## src/hw/rtl/ars_pkg.sv

```systemverilog
// Shared constants, codes, types and sequencer states for the integrator.
// No dependencies; used by every other file in the block but the macro header.
package ars_pkg;

  localparam int FRAC_BITS     = 16;
  localparam int IN_W          = 24;
  localparam int MAX_INTERVALS = 5000;
  localparam int CNT_W         = 13;
  localparam int SUM_W         = 48;
  localparam int MAG_W         = 47;
  localparam int FVAL_W        = 31;
  localparam int ACC_W         = 44;
  localparam int MUL_W         = 32;
  localparam int PROD_W        = 64;
  localparam int DIVN_W        = 68;
  localparam int DIVD_W        = 40;
  localparam int DIV_CNT_W     = 7;
  localparam int SQ_IN_W       = 40;
  localparam int SQ_OUT_W      = 20;
  localparam int SQ_STEPS      = 20;
  localparam int SQ_CNT_W      = 5;
  localparam int F1_OFFSET     = 3 << FRAC_BITS;

  localparam logic FN_SQUARE = 1'b0;
  localparam logic FN_ROOT   = 1'b1;

  typedef enum logic [1:0] {
    STATUS_CONVERGED   = 2'd0,
    STATUS_LIMIT       = 2'd1,
    STATUS_ROOT_DOMAIN = 2'd2
  } status_t;

  typedef enum logic [4:0] {
    ST_IDLE,
    ST_DIFF,
    ST_DIFF_M,
    ST_DIFF_S,
    ST_AMUL,
    ST_AMUL_R,
    ST_THR_W,
    ST_LOOP_INIT,
    ST_XMUL,
    ST_XDIV,
    ST_XDIV_W,
    ST_FEVAL,
    ST_F_M,
    ST_F_S,
    ST_ACC,
    ST_SLO,
    ST_SHI,
    ST_SADD,
    ST_SDIV,
    ST_SDIV_W,
    ST_DONE
  } state_t;

  typedef struct packed {
    logic              start;
    logic [DIVN_W-1:0] dividend;
    logic [DIVD_W-1:0] divisor;
  } div_req_t;

  typedef struct packed {
    logic               start;
    logic [SQ_IN_W-1:0] operand;
  } sqrt_req_t;

endpackage

```

## src/hw/rtl/adaptive_riemann_sum_integrator_unit.sv

```systemverilog
// Top level of the Riemann sum integrator: sequencer, shared multiplier, sums.
// Depends on ars_pkg, ars_div and ars_sqrt.
//
//  channel | handshake            | payload
//  --------+----------------------+------------------------------------------
//  in      | in_valid / in_stall  | fn_select, tolerance, upper_limit
//  out     | out_valid / out_stall| interval_count, left_sum, right_sum, status
//
// One item at a time; in_stall is high from acceptance until the result is loaded.
// Each sample point x = i*M/n is formed by the 68-step divider, then f(x) is
// x*x+3 through the shared multiplier or 2*sqrt(x) through ars_sqrt; n+1 points
// plus setup and scaling. Negative root domain: 2. Reset clears the sequencer and
// output valid. A stalled result holds while the next item may still be accepted;
// a finished item waits until the output frees.
module adaptive_riemann_sum_integrator_unit (
  input  logic                              clk,
  input  logic                              rst,
  input  logic                              in_valid,
  output logic                              in_stall,
  input  logic                              fn_select,
  input  logic signed [ars_pkg::IN_W-1:0]   tolerance,
  input  logic signed [ars_pkg::IN_W-1:0]   upper_limit,
  output logic                              out_valid,
  input  logic                              out_stall,
  output logic        [ars_pkg::CNT_W-1:0]  interval_count,
  output logic signed [ars_pkg::SUM_W-1:0]  left_sum,
  output logic signed [ars_pkg::SUM_W-1:0]  right_sum,
  output logic        [1:0]                 status
);
  import ars_pkg::*;

  state_t state, state_next;

  logic               sel;
  logic               lneg;
  logic [IN_W-1:0]    tmag;
  logic [IN_W-1:0]    m;
  logic [FVAL_W-1:0]  diff;
  logic [CNT_W-1:0]   n;
  logic [CNT_W-1:0]   i;
  logic [IN_W-1:0]    xi;
  logic [FVAL_W-1:0]  fval;
  logic [ACC_W-1:0]   lsum;
  logic [ACC_W-1:0]   rsum;
  logic               side;
  logic [DIVN_W-1:0]  wide;
  logic [MAG_W-1:0]   lmag;
  logic [MAG_W-1:0]   rmag;
  status_t            st;

  logic [MUL_W-1:0]   mul_a;
  logic [MUL_W-1:0]   mul_b;
  logic [PROD_W-1:0]  mul_res;
  logic [PROD_W-1:0]  prod;
  div_req_t           div_req;
  logic               div_done;
  logic [DIVN_W-1:0]  quo;
  sqrt_req_t          sq_req;
  logic               sq_done;
  logic [SQ_OUT_W-1:0] sq_root;
  logic               accept;
  logic               load_out;
  logic [ACC_W-1:0]   cur_sum;
  logic               sat;
  logic [MAG_W-1:0]   mag;

  ars_div u_div (
    .clk      (clk),
    .rst      (rst),
    .req      (div_req),
    .done     (div_done),
    .quotient (quo)
  );

  ars_sqrt u_sqrt (
    .clk  (clk),
    .rst  (rst),
    .req  (sq_req),
    .done (sq_done),
    .root (sq_root)
  );

  assign in_stall = (state != ST_IDLE);
  assign accept   = in_valid && !in_stall;
  assign cur_sum  = side ? rsum : lsum;
  assign sat      = |quo[DIVN_W-1:MAG_W+FRAC_BITS];
  assign mag      = sat ? '1 : quo[MAG_W+FRAC_BITS-1:FRAC_BITS];

  // Shared multiplier with registered product
  assign mul_res = mul_a * mul_b;
  always_ff @(posedge clk) begin
    prod <= mul_res;
  end

  // State register
  always_ff @(posedge clk) begin
    if (rst) begin
      state <= ST_IDLE;
    end else begin
      state <= state_next;
    end
  end

  // Next state and unit requests
  always_comb begin
    state_next       = state;
    mul_a            = '0;
    mul_b            = '0;
    div_req.start    = 1'b0;
    div_req.dividend = DIVN_W'(prod);
    div_req.divisor  = DIVD_W'(n);
    sq_req.start     = 1'b0;
    sq_req.operand   = {m, FRAC_BITS'(0)};
    load_out         = 1'b0;
    case (state)
      ST_IDLE: begin
        if (accept) begin
          if (fn_select == FN_ROOT && upper_limit[IN_W-1]) begin
            state_next = ST_DONE;
          end else begin
            state_next = ST_DIFF;
          end
        end
      end
      ST_DIFF: begin
        if (sel == FN_SQUARE) begin
          mul_a      = MUL_W'(m);
          mul_b      = MUL_W'(m);
          state_next = ST_DIFF_M;
        end else begin
          sq_req.start = 1'b1;
          state_next   = ST_DIFF_S;
        end
      end
      ST_DIFF_M: state_next = ST_AMUL;
      ST_DIFF_S: begin
        if (sq_done) begin
          state_next = ST_AMUL;
        end
      end
      ST_AMUL: begin
        mul_a      = MUL_W'(m);
        mul_b      = MUL_W'(diff);
        state_next = ST_AMUL_R;
      end
      ST_AMUL_R: begin
        if (tmag == '0) begin
          state_next = ST_LOOP_INIT;
        end else begin
          div_req.start   = 1'b1;
          div_req.divisor = DIVD_W'(tmag) << FRAC_BITS;
          state_next      = ST_THR_W;
        end
      end
      ST_THR_W: begin
        if (div_done) begin
          state_next = ST_LOOP_INIT;
        end
      end
      ST_LOOP_INIT: state_next = ST_XMUL;
      ST_XMUL: begin
        mul_a      = MUL_W'(i);
        mul_b      = MUL_W'(m);
        state_next = ST_XDIV;
      end
      ST_XDIV: begin
        div_req.start = 1'b1;
        state_next    = ST_XDIV_W;
      end
      ST_XDIV_W: begin
        if (div_done) begin
          state_next = ST_FEVAL;
        end
      end
      ST_FEVAL: begin
        if (sel == FN_SQUARE) begin
          mul_a      = MUL_W'(xi);
          mul_b      = MUL_W'(xi);
          state_next = ST_F_M;
        end else begin
          sq_req.start   = 1'b1;
          sq_req.operand = {xi, FRAC_BITS'(0)};
          state_next     = ST_F_S;
        end
      end
      ST_F_M: state_next = ST_ACC;
      ST_F_S: begin
        if (sq_done) begin
          state_next = ST_ACC;
        end
      end
      ST_ACC: state_next = (i == n) ? ST_SLO : ST_XMUL;
      ST_SLO: begin
        mul_a      = MUL_W'(m);
        mul_b      = cur_sum[MUL_W-1:0];
        state_next = ST_SHI;
      end
      ST_SHI: begin
        mul_a      = MUL_W'(m);
        mul_b      = MUL_W'(cur_sum[ACC_W-1:MUL_W]);
        state_next = ST_SADD;
      end
      ST_SADD: state_next = ST_SDIV;
      ST_SDIV: begin
        div_req.start    = 1'b1;
        div_req.dividend = wide;
        state_next       = ST_SDIV_W;
      end
      ST_SDIV_W: begin
        if (div_done) begin
          state_next = side ? ST_DONE : ST_SLO;
        end
      end
      ST_DONE: begin
        if (!out_valid || !out_stall) begin
          load_out   = 1'b1;
          state_next = ST_IDLE;
        end
      end
      default: state_next = ST_IDLE;
    endcase
  end

  // Working registers, advanced per state
  always_ff @(posedge clk) begin
    case (state)
      ST_IDLE: begin
        if (accept) begin
          sel  <= fn_select;
          lneg <= upper_limit[IN_W-1];
          tmag <= tolerance[IN_W-1] ? IN_W'(-tolerance) : IN_W'(tolerance);
          m    <= upper_limit[IN_W-1] ? IN_W'(-upper_limit) : IN_W'(upper_limit);
          n    <= CNT_W'(1);
          lmag <= '0;
          rmag <= '0;
          st   <= STATUS_ROOT_DOMAIN;
        end
      end
      ST_DIFF_M: diff <= FVAL_W'(prod >> FRAC_BITS);
      ST_DIFF_S: diff <= FVAL_W'({sq_root, 1'b0});
      ST_AMUL_R: begin
        if (tmag == '0) begin
          n <= CNT_W'(MAX_INTERVALS);
        end
      end
      ST_THR_W: begin
        if (div_done) begin
          n <= (quo < DIVN_W'(MAX_INTERVALS)) ? CNT_W'(quo) + 1'b1
                                              : CNT_W'(MAX_INTERVALS);
        end
      end
      ST_LOOP_INIT: begin
        i    <= '0;
        lsum <= '0;
        rsum <= '0;
        side <= 1'b0;
        st   <= (n == CNT_W'(MAX_INTERVALS)) ? STATUS_LIMIT : STATUS_CONVERGED;
      end
      ST_XDIV_W: begin
        if (div_done) begin
          xi <= quo[IN_W-1:0];
        end
      end
      ST_F_M: fval <= FVAL_W'(prod >> FRAC_BITS) + FVAL_W'(F1_OFFSET);
      ST_F_S: fval <= FVAL_W'({sq_root, 1'b0});
      ST_ACC: begin
        if (i != n) begin
          lsum <= lsum + ACC_W'(fval);
          i    <= i + 1'b1;
        end
        if (i != '0) begin
          rsum <= rsum + ACC_W'(fval);
        end
      end
      ST_SHI: wide <= DIVN_W'(prod);
      ST_SADD: wide <= wide + (DIVN_W'(prod) << MUL_W);
      ST_SDIV_W: begin
        if (div_done) begin
          if (side) begin
            rmag <= mag;
          end else begin
            lmag <= mag;
            side <= 1'b1;
          end
        end
      end
      default: ;
    endcase
  end

  // Output register: hold while stalled, load when free
  always_ff @(posedge clk) begin
    if (rst) begin
      out_valid <= 1'b0;
    end else if (load_out) begin
      out_valid <= 1'b1;
    end else if (!out_stall) begin
      out_valid <= 1'b0;
    end
  end

  always_ff @(posedge clk) begin
    if (load_out) begin
      interval_count <= n;
      left_sum       <= lneg ? -$signed({1'b0, lmag}) : $signed({1'b0, lmag});
      right_sum      <= lneg ? -$signed({1'b0, rmag}) : $signed({1'b0, rmag});
      status         <= st;
    end
  end

endmodule

```

## src/hw/rtl/ars_div.sv

```systemverilog
// Bit-serial restoring divider, one quotient bit per cycle.
// Depends on ars_pkg for widths and the request struct.
module ars_div (
  input  logic                     clk,
  input  logic                     rst,
  input  ars_pkg::div_req_t        req,
  output logic                     done,
  output logic [ars_pkg::DIVN_W-1:0] quotient
);
  import ars_pkg::*;

  logic                 busy;
  logic [DIV_CNT_W-1:0] cnt;
  logic [DIVD_W-1:0]    rem;
  logic [DIVD_W-1:0]    divisor_q;
  logic [DIVN_W-1:0]    quo;
  logic [DIVD_W:0]      trial;
  logic [DIVD_W:0]      trial_sub;
  logic                 fits;

  // Trial subtract of the shifted remainder
  assign trial     = {rem, quo[DIVN_W-1]};
  assign trial_sub = trial - {1'b0, divisor_q};
  assign fits      = trial >= {1'b0, divisor_q};
  assign quotient  = quo;

  // Control: count the steps, flag the last one
  always_ff @(posedge clk) begin
    if (rst) begin
      busy <= 1'b0;
      done <= 1'b0;
      cnt  <= '0;
    end else begin
      done <= 1'b0;
      if (req.start) begin
        busy <= 1'b1;
        cnt  <= DIV_CNT_W'(DIVN_W);
      end else if (busy) begin
        cnt <= cnt - 1'b1;
        if (cnt == DIV_CNT_W'(1)) begin
          busy <= 1'b0;
          done <= 1'b1;
        end
      end
    end
  end

  // Datapath: shift in one dividend bit per cycle
  always_ff @(posedge clk) begin
    if (req.start) begin
      rem       <= '0;
      quo       <= req.dividend;
      divisor_q <= req.divisor;
    end else if (busy) begin
      rem <= fits ? trial_sub[DIVD_W-1:0] : trial[DIVD_W-1:0];
      quo <= {quo[DIVN_W-2:0], fits};
    end
  end

endmodule

```

## src/hw/rtl/ars_sqrt.sv

```systemverilog
// Iterative integer square root, two radicand bits per cycle.
// Depends on ars_pkg for widths and the request struct.
module ars_sqrt (
  input  logic                        clk,
  input  logic                        rst,
  input  ars_pkg::sqrt_req_t          req,
  output logic                        done,
  output logic [ars_pkg::SQ_OUT_W-1:0] root
);
  import ars_pkg::*;

  logic                busy;
  logic [SQ_CNT_W-1:0] cnt;
  logic [SQ_IN_W-1:0]  v;
  logic [SQ_IN_W-1:0]  res;
  logic [SQ_IN_W-1:0]  bitw;
  logic [SQ_IN_W:0]    trial;
  logic                ge;

  assign trial = {1'b0, res} + {1'b0, bitw};
  assign ge    = {1'b0, v} >= trial;
  assign root  = res[SQ_OUT_W-1:0];

  // Control: fixed step count
  always_ff @(posedge clk) begin
    if (rst) begin
      busy <= 1'b0;
      done <= 1'b0;
      cnt  <= '0;
    end else begin
      done <= 1'b0;
      if (req.start) begin
        busy <= 1'b1;
        cnt  <= SQ_CNT_W'(SQ_STEPS);
      end else if (busy) begin
        cnt <= cnt - 1'b1;
        if (cnt == SQ_CNT_W'(1)) begin
          busy <= 1'b0;
          done <= 1'b1;
        end
      end
    end
  end

  // Datapath: one result bit per step, highest even weight first
  always_ff @(posedge clk) begin
    if (req.start) begin
      v    <= req.operand;
      res  <= '0;
      bitw <= SQ_IN_W'(1) << (SQ_IN_W - 2);
    end else if (busy) begin
      if (ge) begin
        v   <= v - trial[SQ_IN_W-1:0];
        res <= (res >> 1) + bitw;
      end else begin
        res <= res >> 1;
      end
      bitw <= bitw >> 2;
    end
  end

endmodule

```

## config.mk

```make
export PLATFORM = sky130hd
export DESIGN_NAME = adaptive_riemann_sum_integrator_unit
export DESIGN_NICKNAME = d
export VERILOG_FILES = /design/src/hw/rtl/ars_pkg.sv /design/src/hw/rtl/adaptive_riemann_sum_integrator_unit.sv /design/src/hw/rtl/ars_div.sv /design/src/hw/rtl/ars_sqrt.sv
export SDC_FILE = /design/constraint.sdc
export NUM_CORES = 2
export LEC_CHECK = 0
export BUFFER_PORTS_ARGS = -buffer_cell sky130_fd_sc_hd__clkbuf_2
export CAP_MARGIN = 20
export CORE_MARGIN = 3
export CORE_UTILIZATION = 70
export DETAILED_ROUTE_END_ITERATION = 8
export PLACE_DENSITY = 0.88
export SETUP_SLACK_MARGIN = 0.1
export SLEW_MARGIN = 20
export SYNTH_ARGS = -nofsm -noshare
export SYNTH_HDL_FRONTEND = slang
export SYNTH_HIERARCHICAL = 1
export SYNTH_SLANG_ARGS = --single-unit
```

## constraint.sdc

```tcl
create_clock -name clk -period 26.4 [get_ports clk]
set_input_delay 3.96 -clock clk [delete_from_list [all_inputs] [get_ports clk]]
set_output_delay 3.96 -clock clk [all_outputs]
set_load 0.01 [all_outputs]
```

==> results.toml <==
[status]
outcome = "finished, violations left"
failed_checks = "design-rule violations"

[logic_synthesis]
post_synth_num_cell_types = 108
synth.top_cell.area_share = 0.270
combined_area_of_all_synthesized_cells_um2 = 74900
avgSynthCellArea_um2 = 9.51
number_of_flops_mapped_to_enable_cells_by_yosys = 674
synth_top_flop_cell = "edfxtp_1"
synthTopCellsByArea = "edfxtp_1 (27%), fa_1 (18%), ha_1 (7.1%)"
synth_top_cells_by_count = "nand2_1 (1,081), inv_1 (941), edfxtp_1 (674), fa_1 (665), nor2_1 (626)"
synth-seq-area-share = 0.318
yosys_register_bits = 855
synth.most_common_cell = "nand2_1"
synthCells = 7883
yosysWarnings = 6
synth.largest_area_cell = "edfxtp_1"
postSynth.asyncResetShare = 0

[clock_tree]
cts.clk_slew.worst_paths_ns = 0.06
cts.path.max_buffers = 3
root_buffer = "clkbuf_16"
clkLatencyLatePin_ns = 0.73
post-cts-setup-buffer-count = 0
post_cts.resized_instances = 0
numCtsBuffers = 91
cts-htree-levels = 3
cts_hold_buf = 0
cts_sinks = 855
tritoncts = "done"

[cells_and_area]
syn_to_layout_area_delta_pct = 7.30
final_core_utilization = 0.761
drive_above_1_share = 0.0837
num-nets-final = 8994
post_layout_nonfiller_instances = 9325

[sta]
finalHoldViolations = 0
worst_slew_pin_slew_ns = 1.29
report.final.slew_viol_count = 0
sum_of_negative_setup_slack_ns = 0
timing.clock.skew_ns = 0.0508
timing.max_slew.rel_slack = 0.139
final_min_period_over_clock_period = 0.416
final-setup-viol-count = 0
worst_case_hold_slack_ns = 0.430
layout_min_cycle_time_ns = 10.99
unrepaired_setup_endpoints_after_global_routing = "false"
fmax_ghz = 0.0910

[flow_run]
drv.max_cap_violation_count = 0

[setup_path]
critical_path.reg2reg.startpoint = "state[4]$_SDFFE_PP0P_"
critical_path.max_fanout = 39
critPathMaxStageDelay_ns = 0.83
critPathRequiredTime_ns = 27.04
setup.worst_path.start_class = "flop"
crit_arrival_ns = 11.63
path_common_cell = "fa_1"
register_to_register_setup_slack_ns = 15.41
r2r-end = "prod[47]$_DFF_P_"
setup.worst_path.class = "reg -> reg"
cp_slowest_cell = "nand2_1"
reg2reg_depth = 31
critical_path.endpoint_type = "flop"

[global_route]
grt_first_pass_wirelength_mm = 351
grt_pass1_vias = 60900
antenna_found_initial = 4
grt_start_max_net_pins = 97
gr-usage-all-layers = 0.411
global_route.overflow_total = 0

[routing]
met2WireLength_mm = 101
antenna_violation_net_count_after_detailed_routing = 0
route.detailed.wl_per_inst_um = 24.7
detail_route.first_pass.iterations = 9
drt-total-wl_mm = 231
num_vias = 61800
detail_route.vias_per_cell = 6.63
route.detailed.drc = 10
first_iter_violations = 8216
met1Wirelength_mm = 80.7
met3_layer_wire_length_in_the_routed_design_mm = 31.9
dr.max_layer_used = "met5"

[pwr]
cellLeakagePower_nw = 34.5
p_per_area_nw_per_um2 = 96.2
peakVddDrop_uv = 120
design_power_total_w = 0.00773

[floorplan]
initial_utilization = 0.709
floorplan.die_area_um2 = 111000
boundaryPins = 166
placeableCoreArea_um2 = 106000
floorplan.die.height_um = 333
row_count = 119
die_width_um = 333

[placed_design]
dpl.cell_count = 9148
number_of_buffers_inserted_by_port_buffering = 165
globalplace.congestion = 1.03
hpwlAfterDp_mm = 168

[min_path]
min-delay-start = "st[0]$_SDFFCE_PN0P_"
min_path_cells = 0
timing.hold.worst_endpoint = "status[0]$_DFFE_PP_"
hold_path_class = "reg -> reg"
==> worst max-delay path by stage <==
stage	slack, ns	depth (start not counted)	end	from
floorplan	16.45	1	interval_count[0]$_DFFE_PP_	out_stall
detailed placement	15.69	31	prod[47]$_DFF_P_	state[4]$_SDFFE_PP0P_
global placement	16.02	31	prod[47]$_DFF_P_	state[4]$_SDFFE_PP0P_
CTS	15.70	31	prod[47]$_DFF_P_	state[4]$_SDFFE_PP0P_
global route	14.98	31	prod[47]$_DFF_P_	state[4]$_SDFFE_PP0P_
finish	15.41	31	prod[47]$_DFF_P_	state[4]$_SDFFE_PP0P_
==> where the power goes <==
| group | internal (W) | switching [W] |
|---|---|---|
| logic | 0.00139 | 0.00265 |
| registers | 0.00189 | 0.000389 |
| clock network | 0.000827 | 0.000586 |
| total | 0.00411 | 0.00362 |
==> through the flow <==
stage	setup slack (ns)	area (um2)
global placement	16.02	77000
floorplan	16.45	75000
CTS	15.70	80300
detailed placement	15.69	77000
global route	14.98	80400
finish	15.41	80400
==> final cells by class <==
cell class / instances / area (um2)
multi-input cells: 5707 / 46400
fillers: 7026 / 25300
flip-flops and latches: 855 / 23900
inverters: 944 / 3540
clock buffers: 111 / 2470
well taps: 1391 / 1740
repair buffers: 253 / 1500
clock inverters: 61 / 882
diodes: 3 / 7.51
==> registers in the layout (all words and copies together), names as in the netlist, 20 cells and up <==
signal           count
u_div/quotient      68
wide                68
prod                59
left_sum            48
right_sum           48
lmag                47
rmag                47
lsum                44
rsum                44
u_div/divisor_q     40
u_div/rem           40
u_sqrt/res          40
u_sqrt/v            40
diff                31
fval                31
m                   24
tmag                24
xi                  24
u_sqrt/bitw         20
==> routing by layer <==
| metal | vias to the layer above | track usage |
|---|---|---|
| met5 | - | 0.00511 |
| met4 | 2 | 0.246 |
| met3 | 1031 | 0.135 |
| li1 | 26700 | - |
| met1 | 29700 | 0.516 |
| met2 | 4371 | 0.624 |
==> worst max-delay path, delay by kind of cell, from the launching register on <==
kind | cells | cell delay [ns]
adders and majority gates | 8 | 4.04
and+or+nand+nor | 8 | 3.07
AOI/OAI and AO/OA | 6 | 1.68
buffers and inverters | 8 | 1.32
DFF | 1 | 0.64
xor gates and xnor gates | 1 | 0.14
==> placed cells by master, fill, tap and decap left out, types with 95 or more instances in the layout <==
cell type and instances:
and2_1 158, clkbuf_2 165, nor2_1 621, edfxtp_1 674, a21o_1 135, xnor2_1 303
inv_1 939, nand2_1 1080, fa_1 665, a21oi_1 313, ha_1 424, dfxtp_1 179
xor2_1 143, o21ai_0 308, mux2_2 140, o21a_1 95
==> logic make-up (layout without fill, tap and decap cells) <==
group | after synthesis | after routing | synth area share
compound gates | 1468 | 1468 | 0.131
xor+xnor | 446 | 446 | 0.0521
fa+ha+maj | 1089 | 1089 | 0.248
buf+inv | 1339 | 1369 | 0.0692
flops | 855 | 855 | 0.318
mux | 220 | 220 | 0.0317
other cells | 1 | 22 | 0.0000500
simple gates | 2465 | 2465 | 0.149
No activity file was read; power rests on OpenSTA's default activity.
